**config.mk**
```make
export PLATFORM = sky130hd
export DESIGN_NAME = cigar_affine_gap_scorer_unit_flat
export DESIGN_NICKNAME = d
export VERILOG_FILES = /design/src/rtl/core/cags_pkg.sv /design/src/rtl/core/cags_req_if.sv /design/src/rtl/core/cags_rsp_if.sv /design/src/rtl/core/cags_csr_if.sv /design/src/rtl/core/cigar_affine_gap_scorer_unit.sv /design/src/rtl/core/cags_front.sv /design/src/rtl/core/cags_queue.sv /design/src/rtl/core/cags_back.sv /design/src/flat_wrapper.sv
export SDC_FILE = /design/constraint.sdc
export NUM_CORES = 1
export LEC_CHECK = 0
export BUFFER_PORTS_ARGS = -buffer_cell sky130_fd_sc_hd__buf_2
export CORE_UTILIZATION = 55
export CTS_BUF_LIST = sky130_fd_sc_hd__clkbuf_2 sky130_fd_sc_hd__clkbuf_4 sky130_fd_sc_hd__clkbuf_8
export CTS_CLUSTER_DIAMETER = 80
export DETAILED_ROUTE_END_ITERATION = 8
export GPL_TIMING_DRIVEN = 1
export MAX_ROUTING_LAYER = met4
export PLACE_DENSITY = 0.75
export SLEW_MARGIN = 20
export SYNTH_ARGS = -nofsm -noshare
export SYNTH_HDL_FRONTEND = slang
export SYNTH_SLANG_ARGS = --single-unit
```
**constraint.sdc**
```tcl
create_clock -name clock -period 23.4 [get_ports clock]
set_input_delay 1.17 -clock clock [delete_from_list [all_inputs] [get_ports clock]]
set_output_delay 1.17 -clock clock [all_outputs]
set_load 0.02 [all_outputs]
```
**src/rtl/core/cags_pkg.sv**
```systemverilog
// ----------------------------------------------------------------------------
// cags_pkg: shared types and constants of the CIGAR affine-gap scorer
// Operation codes, score mode codes, register indexes, widths and the
// records that pass between the front, the queue and the back.
// ----------------------------------------------------------------------------
package cags_pkg;

   // Operation length bits taken from run_length (8..32)
   localparam int LENGTH_BITS   = 16;

   localparam int OP_KIND_W     = 3;
   localparam int RUN_LENGTH_W  = 16;
   localparam int MODE_W        = 2;
   localparam int SCORE_W       = 11;
   localparam int ACC_W         = 32;
   localparam int CSR_INDEX_W   = 4;

   // Length bits that survive both the field width and LENGTH_BITS
   localparam int EFF_LEN_BITS  = (LENGTH_BITS < RUN_LENGTH_W) ? LENGTH_BITS : RUN_LENGTH_W;
   // signed coefficient times zero-extended length
   localparam int PROD_W        = SCORE_W + EFF_LEN_BITS + 1;
   // product plus gap open
   localparam int TERM_W        = PROD_W + 1;
   localparam int SUM_W         = ACC_W + 2;

   // Queue between front and back; depth is a power of two
   localparam int QUEUE_DEPTH   = 4;
   localparam int QUEUE_PTR_W   = $clog2(QUEUE_DEPTH);
   localparam int QUEUE_CNT_W   = $clog2(QUEUE_DEPTH + 1);

   // op_kind codes
   localparam logic [OP_KIND_W-1:0] OP_MATCH    = 3'd0;
   localparam logic [OP_KIND_W-1:0] OP_MISMATCH = 3'd1;
   localparam logic [OP_KIND_W-1:0] OP_INSERT   = 3'd2;
   localparam logic [OP_KIND_W-1:0] OP_DELETE   = 3'd3;

   // score_mode codes; the unused code scores everything
   localparam logic [MODE_W-1:0] MODE_ALL       = 2'd0;
   localparam logic [MODE_W-1:0] MODE_SKIP_DEL  = 2'd1;
   localparam logic [MODE_W-1:0] MODE_SKIP_EDGE = 2'd2;

   // register indexes
   localparam logic [CSR_INDEX_W-1:0] REG_MATCH      = 4'd0;
   localparam logic [CSR_INDEX_W-1:0] REG_MISMATCH   = 4'd1;
   localparam logic [CSR_INDEX_W-1:0] REG_GAP_OPEN   = 4'd2;
   localparam logic [CSR_INDEX_W-1:0] REG_GAP_EXTEND = 4'd3;

   typedef logic signed [SCORE_W-1:0] score_type;
   typedef logic signed [ACC_W-1:0]   acc_type;
   typedef logic signed [TERM_W-1:0]  term_type;

   // What the back has to do with one operation
   typedef enum logic [2:0] {
      CLS_MATCH,
      CLS_MISMATCH,
      CLS_GAP,
      CLS_NULL,
      CLS_SKIP
   } op_class_type;

   typedef struct packed {
      op_class_type            cls;
      logic [EFF_LEN_BITS-1:0] len;
      logic                    first;
      logic                    last;
   } cags_item_type;

   typedef struct packed {
      logic                   full;
      logic                   empty;
      logic [QUEUE_CNT_W-1:0] count;
   } cags_q_status_type;

   typedef struct packed {
      score_type match_score;
      score_type mismatch_score;
      score_type open_score;
      score_type gap_extend_score;
   } cags_cfg_type;

   localparam score_type RESET_MATCH      = 11'sd1;
   localparam score_type RESET_MISMATCH   = -11'sd4;
   localparam score_type RESET_GAP_OPEN   = -11'sd6;
   localparam score_type RESET_GAP_EXTEND = -11'sd1;

endpackage

```
**src/rtl/core/cags_req_if.sv**
```systemverilog
// ----------------------------------------------------------------------------
// cags_req_if: operation channel
// One CIGAR operation per beat.
// ----------------------------------------------------------------------------
interface cags_req_if;
   logic                                valid;
   logic                                ready;
   logic [cags_pkg::OP_KIND_W-1:0]      op_kind;
   logic [cags_pkg::RUN_LENGTH_W-1:0]   run_length;
   logic                                first_element;
   logic                                closing_element;
   logic [cags_pkg::MODE_W-1:0]         score_mode;

   modport source (output valid, output op_kind, output run_length,
                   output first_element, output closing_element,
                   output score_mode, input ready);
   modport sink   (input valid, input op_kind, input run_length,
                   input first_element, input closing_element,
                   input score_mode, output ready);
endinterface

```
**src/rtl/core/cags_rsp_if.sv**
```systemverilog
// ----------------------------------------------------------------------------
// cags_rsp_if: result channel
// One run total per beat.
// ----------------------------------------------------------------------------
interface cags_rsp_if;
   logic                 valid;
   logic                 ready;
   cags_pkg::acc_type    total_score;
   logic                 invalid_seen;

   modport source (output valid, output total_score, output invalid_seen, input ready);
   modport sink   (input valid, input total_score, input invalid_seen, output ready);
endinterface

```
**src/rtl/core/cags_csr_if.sv**
```systemverilog
// ----------------------------------------------------------------------------
// cags_csr_if: register write channel
// Register index and write data per beat.
// ----------------------------------------------------------------------------
interface cags_csr_if;
   logic                               valid;
   logic                               ready;
   logic [cags_pkg::CSR_INDEX_W-1:0]   reg_index;
   cags_pkg::score_type                wdata;

   modport source (output valid, output reg_index, output wdata, input ready);
   modport sink   (input valid, input reg_index, input wdata, output ready);
endinterface

```
**src/rtl/core/cigar_affine_gap_scorer_unit.sv**
```systemverilog
// ----------------------------------------------------------------------------
// cigar_affine_gap_scorer_unit: affine-gap CIGAR run scorer
// Sums match, mismatch and gap scores over a run of CIGAR operations and
// returns the saturated 32-bit total with an invalid-operation flag.
// ----------------------------------------------------------------------------
//
//   channel   dir   beat carries                                     handshake
//   req_ch    in    op_kind, run_length, first/closing flags, mode   valid/ready
//   rsp_ch    out   total_score, invalid_seen (one per run)          valid/ready
//   csr_ch    in    reg_index, wdata (score registers 0..3)          valid/ready
//
// One operation per cycle sustained while rsp_ch does not stall. A total
// reaches rsp_ch through the queue write of the beat closing its run, the
// score multiply into the s1 register and the accumulate into the output
// register. The score multiply and the saturating accumulate are the two
// register-to-register paths that set the clock.
// Reset clears the queue, accumulator, mode and loads default scores.
// A stalled rsp_ch freezes the back; the front keeps taking beats until the
// four-entry queue fills. csr_ch is always ready.
//
module cigar_affine_gap_scorer_unit (
   input  logic         clock,
   input  logic         reset,
   cags_req_if.sink     req_ch,
   cags_rsp_if.source   rsp_ch,
   cags_csr_if.sink     csr_ch
);

   cags_pkg::cags_cfg_type        cfg_ff, cfg_in;
   cags_pkg::cags_q_status_type   q_status;
   cags_pkg::cags_item_type       push_item;
   cags_pkg::cags_item_type       pop_item;
   logic                          q_push;
   logic                          q_pop;

   // --- score registers ---
   assign csr_ch.ready = 1'b1;

   always_comb begin
      cfg_in = cfg_ff;
      if (csr_ch.valid) begin
         unique case (csr_ch.reg_index)
            cags_pkg::REG_MATCH:      cfg_in.match_score      = csr_ch.wdata;
            cags_pkg::REG_MISMATCH:   cfg_in.mismatch_score   = csr_ch.wdata;
            cags_pkg::REG_GAP_OPEN:   cfg_in.open_score       = csr_ch.wdata;
            cags_pkg::REG_GAP_EXTEND: cfg_in.gap_extend_score = csr_ch.wdata;
            default:                  cfg_in = cfg_ff;   // unmapped index
         endcase
      end
   end

   always_ff @(posedge clock) begin
      if (reset) begin
         cfg_ff.match_score      <= cags_pkg::RESET_MATCH;
         cfg_ff.mismatch_score   <= cags_pkg::RESET_MISMATCH;
         cfg_ff.open_score       <= cags_pkg::RESET_GAP_OPEN;
         cfg_ff.gap_extend_score <= cags_pkg::RESET_GAP_EXTEND;
      end else begin
         cfg_ff <= cfg_in;
      end
   end

   // --- front: intake, mode tracking, classification ---
   cags_front u_front (
      .clock    (clock),
      .reset    (reset),
      .req      (req_ch),
      .q_status (q_status),
      .q_push   (q_push),
      .q_item   (push_item)
   );

   // --- decoupling queue ---
   cags_queue u_queue (
      .clock     (clock),
      .reset     (reset),
      .push      (q_push),
      .push_item (push_item),
      .pop       (q_pop),
      .pop_item  (pop_item),
      .status    (q_status)
   );

   // --- back: score, accumulate, emit ---
   cags_back u_back (
      .clock    (clock),
      .reset    (reset),
      .cfg      (cfg_ff),
      .q_status (q_status),
      .q_pop    (q_pop),
      .q_item   (pop_item),
      .rsp      (rsp_ch)
   );

`ifndef SYNTH
   // queue occupancy never passes its depth
   a_queue_bound: assert property (@(posedge clock) disable iff (reset)
      q_status.count <= cags_pkg::QUEUE_CNT_W'(cags_pkg::QUEUE_DEPTH))
      else $error("queue occupancy beyond depth");

   // back never pops an empty queue
   a_pop_nonempty: assert property (@(posedge clock) disable iff (reset)
      q_pop |-> !q_status.empty)
      else $error("pop from empty queue");

   // a held result freezes the back
   a_stall_holds: assert property (@(posedge clock) disable iff (reset)
      (rsp_ch.valid && !rsp_ch.ready) |-> !q_pop)
      else $error("queue popped while result stalled");

   // a beat into a queue with room shows up in its count
   a_push_counts: assert property (@(posedge clock) disable iff (reset)
      (q_push && !q_pop) |=> (q_status.count == $past(q_status.count) + 1'b1))
      else $error("accepted beat lost from queue");
`endif

endmodule

```
**src/rtl/core/cags_front.sv**
```systemverilog
// ----------------------------------------------------------------------------
// cags_front: operation intake
// Accepts operations, tracks the run's mode and classifies each one.
// ----------------------------------------------------------------------------
module cags_front (
   input  logic                          clock,
   input  logic                          reset,
   cags_req_if.sink                      req,
   input  cags_pkg::cags_q_status_type   q_status,
   output logic                          q_push,
   output cags_pkg::cags_item_type       q_item
);

   logic [cags_pkg::MODE_W-1:0] active_mode_ff;
   logic [cags_pkg::MODE_W-1:0] active_mode_in;
   logic [cags_pkg::MODE_W-1:0] mode_now;
   logic                        edge_op;
   logic                        skip_del;

   assign req.ready = !q_status.full;
   assign q_push    = req.valid && req.ready;

   // a first beat loads the mode and is scored under it
   assign mode_now = req.first_element ? req.score_mode : active_mode_ff;
   assign edge_op  = req.first_element || req.closing_element;
   assign skip_del = (mode_now == cags_pkg::MODE_SKIP_DEL) ||
                     ((mode_now == cags_pkg::MODE_SKIP_EDGE) && edge_op);

   always_comb begin
      q_item.len   = req.run_length[cags_pkg::EFF_LEN_BITS-1:0];
      q_item.first = req.first_element;
      q_item.last  = req.closing_element;
      unique case (req.op_kind)
         cags_pkg::OP_MATCH:    q_item.cls = cags_pkg::CLS_MATCH;
         cags_pkg::OP_MISMATCH: q_item.cls = cags_pkg::CLS_MISMATCH;
         cags_pkg::OP_INSERT:   q_item.cls = cags_pkg::CLS_GAP;
         cags_pkg::OP_DELETE:   q_item.cls = skip_del ? cags_pkg::CLS_SKIP : cags_pkg::CLS_GAP;
         default:               q_item.cls = cags_pkg::CLS_NULL;
      endcase
   end

   assign active_mode_in = (q_push && req.first_element) ? req.score_mode : active_mode_ff;

   always_ff @(posedge clock) begin
      if (reset) begin
         active_mode_ff <= cags_pkg::MODE_ALL;
      end else begin
         active_mode_ff <= active_mode_in;
      end
   end

endmodule

```
**src/rtl/core/cags_queue.sv**
```systemverilog
// ----------------------------------------------------------------------------
// cags_queue: classified operation queue
// Small flop FIFO between intake and scoring.
// ----------------------------------------------------------------------------
module cags_queue (
   input  logic                          clock,
   input  logic                          reset,
   input  logic                          push,
   input  cags_pkg::cags_item_type       push_item,
   input  logic                          pop,
   output cags_pkg::cags_item_type       pop_item,
   output cags_pkg::cags_q_status_type   status
);

   cags_pkg::cags_item_type              mem_ff [cags_pkg::QUEUE_DEPTH];
   logic [cags_pkg::QUEUE_PTR_W-1:0]     wr_ptr_ff, wr_ptr_in;
   logic [cags_pkg::QUEUE_PTR_W-1:0]     rd_ptr_ff, rd_ptr_in;
   logic [cags_pkg::QUEUE_CNT_W-1:0]     count_ff, count_in;

   assign pop_item     = mem_ff[rd_ptr_ff];
   assign status.count = count_ff;
   assign status.empty = (count_ff == '0);
   assign status.full  = (count_ff == cags_pkg::QUEUE_CNT_W'(cags_pkg::QUEUE_DEPTH));

   always_comb begin
      wr_ptr_in = push ? wr_ptr_ff + cags_pkg::QUEUE_PTR_W'(1) : wr_ptr_ff;
      rd_ptr_in = pop  ? rd_ptr_ff + cags_pkg::QUEUE_PTR_W'(1) : rd_ptr_ff;
      count_in  = count_ff;
      if (push && !pop) begin
         count_in = count_ff + cags_pkg::QUEUE_CNT_W'(1);
      end else if (pop && !push) begin
         count_in = count_ff - cags_pkg::QUEUE_CNT_W'(1);
      end
   end

   always_ff @(posedge clock) begin
      if (push) begin
         mem_ff[wr_ptr_ff] <= push_item;
      end
   end

   always_ff @(posedge clock) begin
      if (reset) begin
         wr_ptr_ff <= '0;
         rd_ptr_ff <= '0;
         count_ff  <= '0;
      end else begin
         wr_ptr_ff <= wr_ptr_in;
         rd_ptr_ff <= rd_ptr_in;
         count_ff  <= count_in;
      end
   end

endmodule

```
**src/rtl/core/cags_back.sv**
```systemverilog
// ----------------------------------------------------------------------------
// cags_back: scoring pipeline
// Operation score (one multiply), saturating accumulate, result register.
// ----------------------------------------------------------------------------
module cags_back (
   input  logic                          clock,
   input  logic                          reset,
   input  cags_pkg::cags_cfg_type        cfg,
   input  cags_pkg::cags_q_status_type   q_status,
   output logic                          q_pop,
   input  cags_pkg::cags_item_type       q_item,
   cags_rsp_if.source                    rsp
);

   logic                                 advance;
   cags_pkg::score_type                  coef;
   logic signed [cags_pkg::PROD_W-1:0]   prod;
   cags_pkg::term_type                   term;

   // score stage
   logic                                 s1_valid_ff, s1_valid_in;
   cags_pkg::term_type                   s1_term_ff;
   logic                                 s1_err_ff;
   logic                                 s1_first_ff;
   logic                                 s1_last_ff;

   // accumulate stage
   cags_pkg::acc_type                    acc_ff, acc_in;
   logic                                 err_ff, err_in;
   cags_pkg::acc_type                    acc_base;
   logic signed [cags_pkg::SUM_W-1:0]    sum;
   cags_pkg::acc_type                    acc_sat;
   logic                                 err_sum;
   logic                                 in_range;

   // result register
   logic                                 rsp_valid_ff, rsp_valid_in;
   cags_pkg::acc_type                    rsp_total_ff;
   logic                                 rsp_err_ff;
   logic                                 emit;

   assign advance = !rsp_valid_ff || rsp.ready;
   assign q_pop   = advance && !q_status.empty;

   always_comb begin
      coef = (q_item.cls == cags_pkg::CLS_MATCH) ? cfg.match_score : cfg.gap_extend_score;
      prod = cags_pkg::PROD_W'(coef) * cags_pkg::PROD_W'($signed({1'b0, q_item.len}));
      unique case (q_item.cls) inside
         cags_pkg::CLS_MATCH:    term = cags_pkg::TERM_W'(prod);
         cags_pkg::CLS_MISMATCH: term = cags_pkg::TERM_W'(cfg.mismatch_score);
         cags_pkg::CLS_GAP:      term = cags_pkg::TERM_W'(prod) +
                                        cags_pkg::TERM_W'(cfg.open_score);
         cags_pkg::CLS_NULL, cags_pkg::CLS_SKIP: term = '0;
         default:                term = '0;
      endcase
   end

   assign s1_valid_in = advance ? q_pop : s1_valid_ff;

   always_ff @(posedge clock) begin
      if (advance) begin
         s1_term_ff  <= term;
         s1_err_ff   <= (q_item.cls == cags_pkg::CLS_NULL);
         s1_first_ff <= q_item.first;
         s1_last_ff  <= q_item.last;
      end
   end

   // first beat of a run starts from zero
   always_comb begin
      acc_base = s1_first_ff ? '0 : acc_ff;
      sum      = cags_pkg::SUM_W'(acc_base) + cags_pkg::SUM_W'(s1_term_ff);
      in_range = (&sum[cags_pkg::SUM_W-1:cags_pkg::ACC_W-1]) ||
                 !(|sum[cags_pkg::SUM_W-1:cags_pkg::ACC_W-1]);
      if (in_range) begin
         acc_sat = sum[cags_pkg::ACC_W-1:0];
      end else if (sum[cags_pkg::SUM_W-1]) begin
         acc_sat = {1'b1, {(cags_pkg::ACC_W-1){1'b0}}};
      end else begin
         acc_sat = {1'b0, {(cags_pkg::ACC_W-1){1'b1}}};
      end
      err_sum = (!s1_first_ff && err_ff) || s1_err_ff;
   end

   assign emit = advance && s1_valid_ff && s1_last_ff;

   always_comb begin
      acc_in = acc_ff;
      err_in = err_ff;
      if (advance && s1_valid_ff) begin
         acc_in = s1_last_ff ? '0 : acc_sat;
         err_in = s1_last_ff ? 1'b0 : err_sum;
      end
   end

   assign rsp_valid_in = advance ? (s1_valid_ff && s1_last_ff) : rsp_valid_ff;

   always_ff @(posedge clock) begin
      if (emit) begin
         rsp_total_ff <= acc_sat;
         rsp_err_ff   <= err_sum;
      end
   end

   always_ff @(posedge clock) begin
      if (reset) begin
         s1_valid_ff  <= 1'b0;
         acc_ff       <= '0;
         err_ff       <= 1'b0;
         rsp_valid_ff <= 1'b0;
      end else begin
         s1_valid_ff  <= s1_valid_in;
         acc_ff       <= acc_in;
         err_ff       <= err_in;
         rsp_valid_ff <= rsp_valid_in;
      end
   end

   assign rsp.valid        = rsp_valid_ff;
   assign rsp.total_score  = rsp_total_ff;
   assign rsp.invalid_seen = rsp_err_ff;

endmodule
```
**src/flat_wrapper.sv**
```systemverilog
// flat-port wrapper written by rule: the top's interface ports become plain ports
module cigar_affine_gap_scorer_unit_flat 
  (clock, reset, req_ch_valid, req_ch_op_kind, req_ch_run_length, req_ch_first_element, req_ch_closing_element, req_ch_score_mode, req_ch_ready, rsp_ch_valid, rsp_ch_total_score, rsp_ch_invalid_seen, rsp_ch_ready, csr_ch_valid, csr_ch_reg_index, csr_ch_wdata, csr_ch_ready);
  cags_req_if req_ch_i ();
  cags_rsp_if rsp_ch_i ();
  cags_csr_if csr_ch_i ();
  input  logic clock;
  input  logic reset;
  input wire logic [$bits(req_ch_i.valid)-1:0] req_ch_valid;
  input wire logic [$bits(req_ch_i.op_kind)-1:0] req_ch_op_kind;
  input wire logic [$bits(req_ch_i.run_length)-1:0] req_ch_run_length;
  input wire logic [$bits(req_ch_i.first_element)-1:0] req_ch_first_element;
  input wire logic [$bits(req_ch_i.closing_element)-1:0] req_ch_closing_element;
  input wire logic [$bits(req_ch_i.score_mode)-1:0] req_ch_score_mode;
  output wire logic [$bits(req_ch_i.ready)-1:0] req_ch_ready;
  output wire logic [$bits(rsp_ch_i.valid)-1:0] rsp_ch_valid;
  output wire logic [$bits(rsp_ch_i.total_score)-1:0] rsp_ch_total_score;
  output wire logic [$bits(rsp_ch_i.invalid_seen)-1:0] rsp_ch_invalid_seen;
  input wire logic [$bits(rsp_ch_i.ready)-1:0] rsp_ch_ready;
  input wire logic [$bits(csr_ch_i.valid)-1:0] csr_ch_valid;
  input wire logic [$bits(csr_ch_i.reg_index)-1:0] csr_ch_reg_index;
  input wire logic [$bits(csr_ch_i.wdata)-1:0] csr_ch_wdata;
  output wire logic [$bits(csr_ch_i.ready)-1:0] csr_ch_ready;
  assign req_ch_i.valid = req_ch_valid;
  assign req_ch_i.op_kind = req_ch_op_kind;
  assign req_ch_i.run_length = req_ch_run_length;
  assign req_ch_i.first_element = req_ch_first_element;
  assign req_ch_i.closing_element = req_ch_closing_element;
  assign req_ch_i.score_mode = req_ch_score_mode;
  assign req_ch_ready = req_ch_i.ready;
  assign rsp_ch_valid = rsp_ch_i.valid;
  assign rsp_ch_total_score = rsp_ch_i.total_score;
  assign rsp_ch_invalid_seen = rsp_ch_i.invalid_seen;
  assign rsp_ch_i.ready = rsp_ch_ready;
  assign csr_ch_i.valid = csr_ch_valid;
  assign csr_ch_i.reg_index = csr_ch_reg_index;
  assign csr_ch_i.wdata = csr_ch_wdata;
  assign csr_ch_ready = csr_ch_i.ready;
  cigar_affine_gap_scorer_unit u_core (.clock(clock), .reset(reset), .req_ch(req_ch_i), .rsp_ch(rsp_ch_i), .csr_ch(csr_ch_i));
endmodule
```
==> flow_summary.json <==
{
  "ios": 79,
  "yosysWarnings": 0,
  "grt_overflow_total": 0,
  "cts_tree": "done",
  "yosysTopAreaCell": "edfxtp_1",
  "grtUsageTotal_pct": 26.4,
  "row_count": 67,
  "cp_max_fo": 31,
  "finalSetupTns_ns": 0,
  "met1_length_um": 18900,
  "skew_ns": 0.0273,
  "hpwl_um": 33000,
  "diodes": 0,
  "whs_path_depth": 2,
  "status": "finished, final reports clean",
  "synth_area_per_cell_sq_um": 9.64,
  "maxCapViolCount": 0,
  "cts_buffers": 41,
  "cts_num_sinks": 239,
  "ant_nets": 0,
  "ys_types": 74,
  "finalCriticalPeriod_ns": 9.97,
  "grt_pass1_wl_um": 69900,
  "die_h_um": 186,
  "synthTopCellsByArea": "edfxtp_1 (24%), fa_1 (14%), ha_1 (9.9%)",
  "grt_pass1_vias": 13900,
  "syn2layout_area_growth_pct": 8.53,
  "tightest_slew_ns": 1.10,
  "final_nets": 2308,
  "netlist_instances": 1932,
  "syn-cell-area_sq_um": 18600,
  "grt_max_degree": 62,
  "yosysTopAreaCellShare_pct": 24.0,
  "reg2reg_depth": 27,
  "initial_utilization_pct": 55.7,
  "synth_fp_nets": 2251,
  "report.final.slew_viol_count": 0,
  "async_reset_ff_share_pct": 0,
  "min_path_type": "flip-flop to flip-flop",
  "wl_met3_um": 1950,
  "die_area_sq_um": 34600,
  "worst_hold_slack_ns": 0.461,
  "drc": 0,
  "routedWlPerCell_um": 17.4,
  "synth_seq_cells": 239,
  "rsz0062_at_grt": "false",
  "startpoint_type": "flip-flop",
  "highest_layer": "met4",
  "drive_above_1_share_pct": 10.5,
  "synth-main-ff-cell": "edfxtp_1",
  "die_w_um": 186,
  "relSlewSlack_pct": 25.9,
  "path_class": "flip-flop to flip-flop",
  "finalSetupViolations": 0,
  "num_vias": 14000,
  "port_buffers": 77,
  "clockBufferDepth": 3,
  "globalplace.congestion": 0.940,
  "post_cts_buffers": 0,
  "first_iter_violations": 808,
  "hold_violations": 0,
  "wl_met2_um": 20900,
  "hold_buffers": 0,
  "required_ns": 23.72,
  "firstDrtPassIters": 5,
  "insertion_delay_ns": 0.57,
  "cts-resized-gates": 0,
  "cp-end-kind": "flip-flop",
  "timing.fmax_mhz": 100,
  "coreArea_sq_um": 33400,
  "cts_htree_levels": 2,
  "cp_data_arrival_time_ns": 10.29,
  "synth-edff-count": 149,
  "root_buffer": "clkbuf_8",
  "clkSlewWorstSetupHoldPaths_ns": 0.06,
  "ys_seq_area_share_pct": 33.7,
  "fin_crit_sh_pct": 42.6,
  "routed_wl_um": 42900,
  "antenna_found_initial": 0,
  "vias_per_cell": 5.67
}
## through the flow
stage	util, %	setup slack (ns)	instances	cell area (sq um)
CTS	60.4	13.48	2468	20200
global route	60.4	12.91	2468	20200
detailed placement	57.9	13.50	2394	19400
global placement	57.8	13.75	2393	19300
finish	60.4	13.43	2468	20200
floorplan	-	14.99	1932	18600
## metal layers
layer  up-vias  track usage (%)
li1       6766                -
met1      6742             32.9
met2       400             44.7
met3        81             3.27
met4         0             8.30
met5         -                -
## kinds of logic (layout without fill, tap and decap cells)
group,after synthesis,in the layout,synth area share (%)
simple gates,577,577,14.4
compound gates,421,421,14.5
buf+inv,281,369,5.99
fa+ha+maj,276,276,23.7
flops,239,239,33.7
xor+xnor,77,77,3.62
mux,60,60,4.08
other cells,1,1,0.0201
## flip-flops by register name, indices dropped and copies added, names as in the netlist, named ones only
| signal | count |
|---|---|
| u_core.cfg_ff | 44 |
| u_core.u_back.acc_ff | 32 |
| u_core.u_back.err_ff | 1 |
| u_core.u_back.rsp.invalid_seen | 1 |
| u_core.u_back.rsp.total_score | 32 |
| u_core.u_back.rsp.valid | 1 |
| u_core.u_back.s1_err_ff | 1 |
| u_core.u_back.s1_first_ff | 1 |
| u_core.u_back.s1_last_ff | 1 |
| u_core.u_back.s1_term_ff | 29 |
| u_core.u_back.s1_valid_ff | 1 |
| u_core.u_front.active_mode_ff | 2 |
| u_core.u_queue.count_ff | 3 |
| u_core.u_queue.mem_ff | 84 |
| u_core.u_queue.rd_ptr_ff | 2 |
| u_core.u_queue.wr_ptr_ff | 2 |
## critical path, cell delays in order, from the launching register on
cell       delay [ns]
dfxtp_2          0.93
mux4_2           0.79
or3_1            0.81
mux2i_1          0.56
nor2_1           0.14
fa_1             0.55
inv_1            0.06
fa_1             0.54
inv_1            0.05
fa_1             0.47
fa_1             0.54
inv_1            0.05
fa_1             0.52
inv_1            0.04
ha_1             0.36
a211o_1          0.33
o2111ai_1        0.29
nand2_1          0.13
xor2_1           0.21
ha_1             0.33
a21o_1           0.21
a2111oi_0        0.40
and3_1           0.27
o31ai_2          0.11
a311oi_2         0.39
o21bai_1         0.14
xor2_1           0.16
a221o_1          0.33
## layout by cell type (no fill, tap or decap), types with 16 or more instances in the layout
cell type  instances
nand2_1          231
inv_1            200
edfxtp_1         149
ha_1             147
nor2_1           141
a21oi_1          132
fa_1             129
o21ai_0          107
dfxtp_1           89
buf_2             77
nor2b_1           67
clkbuf_8          51
xnor2_1           48
mux2i_1           36
a21o_1            31
xor2_1            29
o31ai_1           24
nand3b_1          22
nand3_1           21
and2_1            18
o21a_1            17
buf_4             16
## synthesized netlist by cell type (24+ instances only)
library cell,number
a21o_1,31
a21oi_1,133
clkbuf_1,51
dfxtp_1,90
edfxtp_1,149
fa_1,129
ha_1,147
inv_1,201
mux2i_1,36
nand2_1,231
nor2_1,141
nor2b_1,67
o21ai_0,107
o31ai_1,24
xnor2_1,48
xor2_1,29
## cell type report
cell class / instances / area [sq um]
fillers: 2876 / 13200
multi-input cells: 1412 / 11300
flip-flops and latches: 239 / 6280
clock buffers: 59 / 762
inverters: 201 / 754
well taps: 448 / 561
repair buffers: 94 / 520
clock inverters: 15 / 81.3
## path summary, 6_finish.rpt
path | from | endpoint | slack, ns
worst max-delay path | flip-flop | u_core.u_back.s1_term_ff[24] | 13.43
worst min-delay path | u_core.cfg_ff[23] | u_core.cfg_ff[23] | 0.46
worst max register to register | flip-flop | u_core.u_back.s1_term_ff[24] | 13.43
worst min register to register | u_core.cfg_ff[23] | u_core.cfg_ff[23] | 0.46
Power is left out: the tool's default activity adds up to more than one toggle a clock period on the data nets, which glitch-free logic cannot reach.
